[src/hw/rtl/utf8_stream_decoder_unit_macros.svh]
// Assertion macros shared by the UTF-8 stream decoder modules.
`ifndef UTF8_STREAM_DECODER_UNIT_MACROS_SVH
`define UTF8_STREAM_DECODER_UNIT_MACROS_SVH

`ifndef SYNTHESIS
`define U8SD_ASSERT(label, prop, msg) \
  label: assert property (@(posedge clk) disable iff (rst) prop) else $error(msg);
`define U8SD_ASSERT_ALWAYS(label, prop, msg) \
  label: assert property (@(posedge clk) prop) else $error(msg);
`else
`define U8SD_ASSERT(label, prop, msg)
`define U8SD_ASSERT_ALWAYS(label, prop, msg)
`endif

`endif

[src/hw/rtl/u8sd_pkg.sv]
// Types and constants shared by the UTF-8 stream decoder modules.
package u8sd_pkg;

  localparam int CP_W = 21;
  localparam int RUN_W = 3;
  localparam int QUEUE_DEPTH_DEF = 4;

  localparam logic [CP_W-1:0] REPL_CP = 21'h00FFFD;

  // One queue entry: a run of results for one byte. All beats of the run but
  // the last carry the replacement character; the last carries tail.
  typedef struct packed {
    logic [RUN_W-1:0] count;
    logic [CP_W-1:0]  tail;
    logic             eot;
  } u8sd_run_t;

endpackage

[src/hw/rtl/u8sd_front.sv]
// Front end: accepts text bytes, tracks the pending sequence, queues result runs.
module u8sd_front (
  input  logic                 clk,
  input  logic                 rst,
  input  logic                 in_valid,
  output logic                 in_ready,
  input  logic [7:0]           text_byte,
  input  logic                 end_of_text,
  input  logic                 q_full,
  output logic                 push,
  output u8sd_pkg::u8sd_run_t  push_run
);
  import u8sd_pkg::*;

  logic [1:0]      bytes_expected;
  logic [1:0]      bytes_taken;
  logic [CP_W-1:0] partial_value;
  logic [1:0]      bytes_expected_next;
  logic [1:0]      bytes_taken_next;
  logic [CP_W-1:0] partial_value_next;

  logic [RUN_W-1:0] run_count;
  logic [CP_W-1:0]  run_tail;
  logic             accept;

  assign in_ready = !q_full;
  assign accept   = in_valid && in_ready;

  always_comb begin
    logic            consumed;
    logic            is_cont;
    logic [1:0]      taken_inc;
    logic [CP_W-1:0] shifted;
    consumed            = 1'b0;
    is_cont             = (text_byte[7:6] == 2'b10);
    taken_inc           = bytes_taken + 2'd1;
    shifted             = {partial_value[CP_W-7:0], text_byte[5:0]};
    run_count           = '0;
    run_tail            = REPL_CP;
    bytes_expected_next = bytes_expected;
    bytes_taken_next    = bytes_taken;
    partial_value_next  = partial_value;

    if (bytes_expected != 2'd0) begin
      if (is_cont) begin
        consumed = 1'b1;
        if (taken_inc >= bytes_expected) begin
          run_count           = RUN_W'(1);
          run_tail            = shifted;
          bytes_expected_next = 2'd0;
          bytes_taken_next    = 2'd0;
          partial_value_next  = '0;
        end else if (end_of_text) begin
          // Lead and every continuation so far each turn into a replacement.
          run_count           = RUN_W'(taken_inc) + RUN_W'(1);
          bytes_expected_next = 2'd0;
          bytes_taken_next    = 2'd0;
          partial_value_next  = '0;
        end else begin
          bytes_taken_next   = taken_inc;
          partial_value_next = shifted;
        end
      end else begin
        run_count           = RUN_W'(bytes_taken) + RUN_W'(1);
        bytes_expected_next = 2'd0;
        bytes_taken_next    = 2'd0;
        partial_value_next  = '0;
      end
    end

    if (!consumed) begin
      priority if (text_byte[7] == 1'b0) begin
        run_count = run_count + RUN_W'(1);
        run_tail  = CP_W'(text_byte);
      end else if (text_byte[7:5] == 3'b110) begin
        bytes_expected_next = 2'd1;
        bytes_taken_next    = 2'd0;
        partial_value_next  = CP_W'(text_byte[4:0]);
      end else if (text_byte[7:4] == 4'b1110) begin
        bytes_expected_next = 2'd2;
        bytes_taken_next    = 2'd0;
        partial_value_next  = CP_W'(text_byte[3:0]);
      end else if (text_byte[7:3] == 5'b11110) begin
        bytes_expected_next = 2'd3;
        bytes_taken_next    = 2'd0;
        partial_value_next  = CP_W'(text_byte[2:0]);
      end else begin
        run_count = run_count + RUN_W'(1);
        run_tail  = REPL_CP;
      end
      if (end_of_text && bytes_expected_next != 2'd0) begin
        run_count = run_count + RUN_W'(1);
        run_tail  = REPL_CP;
      end
    end

    if (end_of_text) begin
      bytes_expected_next = 2'd0;
      bytes_taken_next    = 2'd0;
      partial_value_next  = '0;
    end
  end

  assign push           = accept && (run_count != '0);
  assign push_run.count = run_count;
  assign push_run.tail  = run_tail;
  assign push_run.eot   = end_of_text;

  always_ff @(posedge clk) begin
    if (rst) begin
      bytes_expected <= 2'd0;
      bytes_taken    <= 2'd0;
      partial_value  <= '0;
    end else if (accept) begin
      bytes_expected <= bytes_expected_next;
      bytes_taken    <= bytes_taken_next;
      partial_value  <= partial_value_next;
    end
  end

endmodule

[src/hw/rtl/u8sd_queue.sv]
// Short queue of result runs between the front and the back end.
`include "utf8_stream_decoder_unit_macros.svh"

module u8sd_queue #(
  parameter int DEPTH = u8sd_pkg::QUEUE_DEPTH_DEF
) (
  input  logic                 clk,
  input  logic                 rst,
  input  logic                 push,
  input  u8sd_pkg::u8sd_run_t  push_run,
  input  logic                 pop,
  output u8sd_pkg::u8sd_run_t  pop_run,
  output logic                 full,
  output logic                 empty
);
  import u8sd_pkg::*;

  localparam int PTR_W = (DEPTH > 1) ? $clog2(DEPTH) : 1;
  localparam int LVL_W = $clog2(DEPTH + 1);

  u8sd_run_t        slots [DEPTH];
  logic [PTR_W-1:0] wr_ptr;
  logic [PTR_W-1:0] rd_ptr;
  logic [LVL_W-1:0] level;

  assign full    = (level == LVL_W'(DEPTH));
  assign empty   = (level == '0);
  assign pop_run = slots[rd_ptr];

  always_ff @(posedge clk) begin
    if (push) begin
      slots[wr_ptr] <= push_run;
    end
  end

  always_ff @(posedge clk) begin
    if (rst) begin
      wr_ptr <= '0;
      rd_ptr <= '0;
      level  <= '0;
    end else begin
      if (push) begin
        wr_ptr <= (wr_ptr == PTR_W'(DEPTH - 1)) ? '0 : wr_ptr + PTR_W'(1);
      end
      if (pop) begin
        rd_ptr <= (rd_ptr == PTR_W'(DEPTH - 1)) ? '0 : rd_ptr + PTR_W'(1);
      end
      unique case ({push, pop})
        2'b10:   level <= level + LVL_W'(1);
        2'b01:   level <= level - LVL_W'(1);
        default: level <= level;
      endcase
    end
  end

  `U8SD_ASSERT(a_no_push_full, push |-> !full, "push into a full queue")
  `U8SD_ASSERT(a_no_pop_empty, pop |-> !empty, "pop from an empty queue")
  `U8SD_ASSERT(a_level_up, push && !pop |=> level == $past(level) + LVL_W'(1), "level did not rise")

endmodule

[src/hw/rtl/u8sd_back.sv]
// Back end: expands each queued run into result beats on the output channel.
`include "utf8_stream_decoder_unit_macros.svh"

module u8sd_back (
  input  logic                         clk,
  input  logic                         rst,
  input  logic                         q_empty,
  input  u8sd_pkg::u8sd_run_t          pop_run,
  output logic                         pop,
  output logic                         out_valid,
  input  logic                         out_ready,
  output logic [u8sd_pkg::CP_W-1:0]    code_point,
  output logic                         last_of_run,
  output logic                         text_done
);
  import u8sd_pkg::*;

  logic             busy;
  logic [RUN_W-1:0] remaining;
  logic [CP_W-1:0]  tail;
  logic             eot;
  logic             on_last;

  assign on_last     = (remaining == RUN_W'(1));
  assign out_valid   = busy;
  assign code_point  = on_last ? tail : REPL_CP;
  assign last_of_run = on_last;
  assign text_done   = on_last && eot;

  // A new run loads as the final beat of the current one goes out.
  assign pop = !q_empty && (!busy || (out_ready && on_last));

  always_ff @(posedge clk) begin
    if (rst) begin
      busy      <= 1'b0;
      remaining <= '0;
    end else if (pop) begin
      busy      <= 1'b1;
      remaining <= pop_run.count;
    end else if (busy && out_ready) begin
      remaining <= remaining - RUN_W'(1);
      if (on_last) begin
        busy <= 1'b0;
      end
    end
  end

  always_ff @(posedge clk) begin
    if (pop) begin
      tail <= pop_run.tail;
      eot  <= pop_run.eot;
    end
  end

  `U8SD_ASSERT(a_busy_has_beats, busy |-> remaining != '0, "busy with no beats left")
  `U8SD_ASSERT(a_done_is_last, text_done |-> last_of_run, "text_done off the last beat")
  `U8SD_ASSERT(a_lead_beats_repl, out_valid && !last_of_run |-> code_point == REPL_CP, "early beat not U+FFFD")

endmodule

[src/hw/rtl/utf8_stream_decoder_unit.sv]
// Top level of the UTF-8 stream decoder: front end, run queue and back end.
// Each byte's results pass through the run queue, then the back end's run registers, to the output.
// Throughput: one byte per cycle while the queue has room; a byte's k results give k beats.
// A queue of QUEUE_DEPTH runs lets the input keep flowing while runs drain; it stalls when full.
// Reset (synchronous, active high) clears the pending sequence, the queue and the output.
// No clearing pass is needed after reset.
module utf8_stream_decoder_unit #(
  parameter int QUEUE_DEPTH = u8sd_pkg::QUEUE_DEPTH_DEF
) (
  input  logic                       clk,
  input  logic                       rst,
  input  logic                       in_valid,
  output logic                       in_ready,
  input  logic [7:0]                 text_byte,
  input  logic                       end_of_text,
  output logic                       out_valid,
  input  logic                       out_ready,
  output logic [u8sd_pkg::CP_W-1:0]  code_point,
  output logic                       last_of_run,
  output logic                       text_done
);
  import u8sd_pkg::*;

  logic      q_full;
  logic      q_empty;
  logic      push;
  logic      pop;
  u8sd_run_t push_run;
  u8sd_run_t pop_run;

  u8sd_front u_front (
    .clk         (clk),
    .rst         (rst),
    .in_valid    (in_valid),
    .in_ready    (in_ready),
    .text_byte   (text_byte),
    .end_of_text (end_of_text),
    .q_full      (q_full),
    .push        (push),
    .push_run    (push_run)
  );

  u8sd_queue #(
    .DEPTH (QUEUE_DEPTH)
  ) u_queue (
    .clk      (clk),
    .rst      (rst),
    .push     (push),
    .push_run (push_run),
    .pop      (pop),
    .pop_run  (pop_run),
    .full     (q_full),
    .empty    (q_empty)
  );

  u8sd_back u_back (
    .clk         (clk),
    .rst         (rst),
    .q_empty     (q_empty),
    .pop_run     (pop_run),
    .pop         (pop),
    .out_valid   (out_valid),
    .out_ready   (out_ready),
    .code_point  (code_point),
    .last_of_run (last_of_run),
    .text_done   (text_done)
  );

endmodule

[config.mk]
export PLATFORM = sky130hd
export DESIGN_NAME = utf8_stream_decoder_unit
export DESIGN_NICKNAME = d
export VERILOG_FILES = /design/src/hw/rtl/u8sd_pkg.sv /design/src/hw/rtl/u8sd_front.sv /design/src/hw/rtl/u8sd_queue.sv /design/src/hw/rtl/u8sd_back.sv /design/src/hw/rtl/utf8_stream_decoder_unit.sv
export VERILOG_INCLUDE_DIRS = /design/src /design/src/hw/rtl
export SDC_FILE = /design/constraint.sdc
export NUM_CORES = 1
export LEC_CHECK = 0
export BUFFER_PORTS_ARGS = -buffer_cell sky130_fd_sc_hd__buf_2
export CAP_MARGIN = 20
export CORE_MARGIN = 2
export CORE_UTILIZATION = 30
export DETAILED_ROUTE_END_ITERATION = 7
export RECOVER_POWER = 25
export SETUP_SLACK_MARGIN = 0.4
export SYNTH_ARGS = -nofsm -noshare
export SYNTH_HDL_FRONTEND = slang
export SYNTH_SLANG_ARGS = --single-unit
[constraint.sdc]
create_clock -name clk -period 14 [get_ports clk]
set_input_delay 1.4 -clock clk [delete_from_list [all_inputs] [get_ports clk]]
set_output_delay 1.4 -clock clk [all_outputs]
set_load 0.05 [all_outputs]
==> qor.yml <==
setup_path:
  critical_path.endpoint_type: "register"
  cp_data_arrival_time_ns: 5.89
  criticalPathCategory: "reg2reg"
  crit_slowest_cell: "dfxtp_1"
  crit_family: "adder cells"
  critical_path_buf_inv_count: 4
  worstPathRequired_ns: 14.33
  cp_max_fo: 11
  cp-start-kind: "register"
  crit_top_cell: "ha_1"
  critPathMaxStageDelay_ns: 0.54
run_status:
  violations: "capacitance limit, slew limit"
  outcome: "finished, violations left"
yosys:
  postSynth.asyncResetShare: 0
  yosysMostFrequentCell: "edfxtp_1"
  synth.distinct_cells: 45
  synth_area_leader_cell: "edfxtp_1"
  syn_inst: 418
  ys_seq_elements: 154
  synth-edff-count: 122
  ys.flop_type: "edfxtp_1"
  yosysWarnings: 0
  ys_top_cells_by_area: "edfxtp_1 58%, dfxtp_1 10%, mux4_2 8.9%"
  synth_top_area_frac: 0.576
  yosysSeqAreaShare: 0.677
  syn_area_mm2: 0.00636
  synth_nets: 446
  synth_area_per_cell_um2: 15.2
  netlist_top_cells_count: "122 x edfxtp_1, 36 x nor2_1, 32 x dfxtp_1, 25 x mux4_2, 25 x nand2b_1"
die:
  core_mm2: 0.0209
  fp.dieArea_mm2: 0.0224
  io_pins: 38
  start_util: 0.305
  die_y_um: 150
  rows: 53
  die_w_um: 150
routing:
  routed_wl_um: 12500
  num_vias: 3488
  drt_iter0_markers: 225
  drt_drc_violations_left: 0
  postRouteAntennaNets: 0
  dr.pass1.iters: 5
  wl_per_cell_um: 16.6
  avgViaCountPerCell: 4.66
timing:
  finalCriticalPeriod_ns: 5.56
  grt_setup_unrepaired: "false"
  post-route-period-util: 0.397
  setup_viol: 0
  maxSlewHeadroom: -0.315
  finalClockSkew_ns: 0.00849
  fin_ws_ns: 8.44
  hold_viol: 0
  tightest_slew_ns: 1.97
  max_freq_ghz: 0.180
  tns_ns: 0
  slew_viol_final: 92
pwr:
  powerDensity_mw_per_mm2: 190
  p_leak_nw: 2.46
  max-vdd-ir-drop_mv: 0.196
final_layout:
  fin_nets: 489
  stdcell_count: 749
  syn_to_final_growth_pct: 17.0
  n_antenna_cell: 0
  drive_gt1_frac: 0.224
grt:
  grt_pass1_wl_um: 20000
  grt_overflow: 0
  grt_max_degree: 33
  antenna_found_initial: 0
  grt_pass1_vias: 3700
  grt.total_usage: 0.120
run:
  maxCapViolCount: 3
clock_tree:
  cts.sinks: 154
  cts_buffer_depth: 2
  postCtsSetupRepairBufs: 0
  postCtsHoldBufs: 0
  insertion_delay_ns: 0.42
  cts_resized: 0
  cts_buffers: 17
  cts-root-buf: "clkbuf_16"
  htreeDepth: 4
  clkTransAtPathRegs_ns: 0.06
  cts_tree: "done"
place:
  dpl.hpwl_um: 7810
  dp_slack_ns: 8.48
  io_buffers: 37
  place_inst: 717
  place.gp.congestion: 0.849
worst_hold_path:
  worstHoldPathType: "reg2reg"
[registers in the layout, summed over array words and instances (netlist names), named ones only]
name                    count
u_queue.level               3
u_queue.rd_ptr              2
u_queue.wr_ptr              2
u_front.bytes_taken         2
u_back.out_valid            1
u_back.eot                  1
u_front.bytes_expected      2
u_back.tail                21
u_back.remaining            3
u_queue.slots             100
u_front.partial_value      15
[placed cells by master, fill, tap and decap left out, types with 3 or more instances in the layout]
| cell type | count |
|---|---|
| a211oi_1 | 3 |
| a21o_1 | 3 |
| a21oi_1 | 12 |
| a22oi_1 | 16 |
| and2_0 | 4 |
| and2_1 | 14 |
| buf_2 | 33 |
| buf_4 | 7 |
| clkbuf_1 | 8 |
| clkbuf_16 | 17 |
| clkinvlp_4 | 3 |
| dfxtp_1 | 32 |
| edfxtp_1 | 122 |
| ha_1 | 14 |
| inv_1 | 13 |
| mux2i_1 | 3 |
| mux4_2 | 25 |
| nand2_1 | 12 |
| nand2b_1 | 25 |
| nand3_1 | 3 |
| nor2_1 | 36 |
| nor3_1 | 7 |
| o21a_1 | 10 |
| o21ai_0 | 10 |
| or3_1 | 3 |
| xor2_1 | 4 |
[logic make-up after synthesis]
group / Yosys count / share of synthesized area
compound gates: 64 / 0.0704
xor+xnor: 4 / 0.00551
buf+inv: 34 / 0.0212
fa+ha+maj: 15 / 0.0307
flops: 154 / 0.677
mux: 30 / 0.0974
simple gates: 117 / 0.0982
[worst paths after layout]
kind                                           from                                      to  slack [ns]  cells past startpoint
min reg2reg  u_front.partial_value[14]$_SDFFE_PP0P_  u_front.partial_value[14]$_SDFFE_PP0P_        0.49                      2
max reg2reg     u_front.bytes_taken[0]$_SDFFE_PP0P_           u_queue.level[2]$_SDFFE_PP0P_        8.44                     25
min          u_front.partial_value[14]$_SDFFE_PP0P_  u_front.partial_value[14]$_SDFFE_PP0P_        0.49                      2
max             u_front.bytes_taken[0]$_SDFFE_PP0P_           u_queue.level[2]$_SDFFE_PP0P_        8.44                     25
[metal layers]
layer | share of wire | wire [um] | GRT usage
met1 | 0.45 | 5550 | 0.149
met2 | 0.49 | 6110 | 0.196
met3 | 0.046 | 576 | 0.0341
met4 | 0.018 | 227 | 0.0490
met5 | 0 | 0 | 0
[final cells by class]
cell class              instances  area (um2)
clock buffers                  21         450
clock inverters                11         121
fillers                      1993       13400
inverters                      13        48.8
multi-input cells             230        1940
flip-flops and latches        154        4300
well taps                     275         344
repair buffers                 45         236
[worst reg2reg max path: cells and delay by family, from the launching register on]
kind                       cells  cell delay, ns
adders and majority gates      6            1.64
AOI/OAI and AO/OA              7            1.54
and+or+nand+nor                7            1.23
DFF                            1            0.54
buffers and inverters          4            0.36
xor gates and xnor gates       1            0.16
[power by group]
group	leakage [nW]	internal, W	total, W	switching, W
Clock	0.269	0.000267	0.000439	0.000173
Combinational	0.818	0.000132	0.000342	0.000211
Sequential	1.37	0.000592	0.000634	0.0000424
Total	2.46	0.000990	0.00142	0.000426
[through the flow]
stage	utilization	area, um2	hold WS, ns	total power [W]
finish	0.356	7440	0.494	0.00142
global placement	0.329	6880	0.471	0.000985
detailed placement	0.329	6880	0.483	0.000995
floorplan	-	6360	0.446	0.000895
CTS	0.357	7450	0.493	0.00144
global route	0.356	7440	0.524	0.00150
Power figures use the tool's default switching activity.
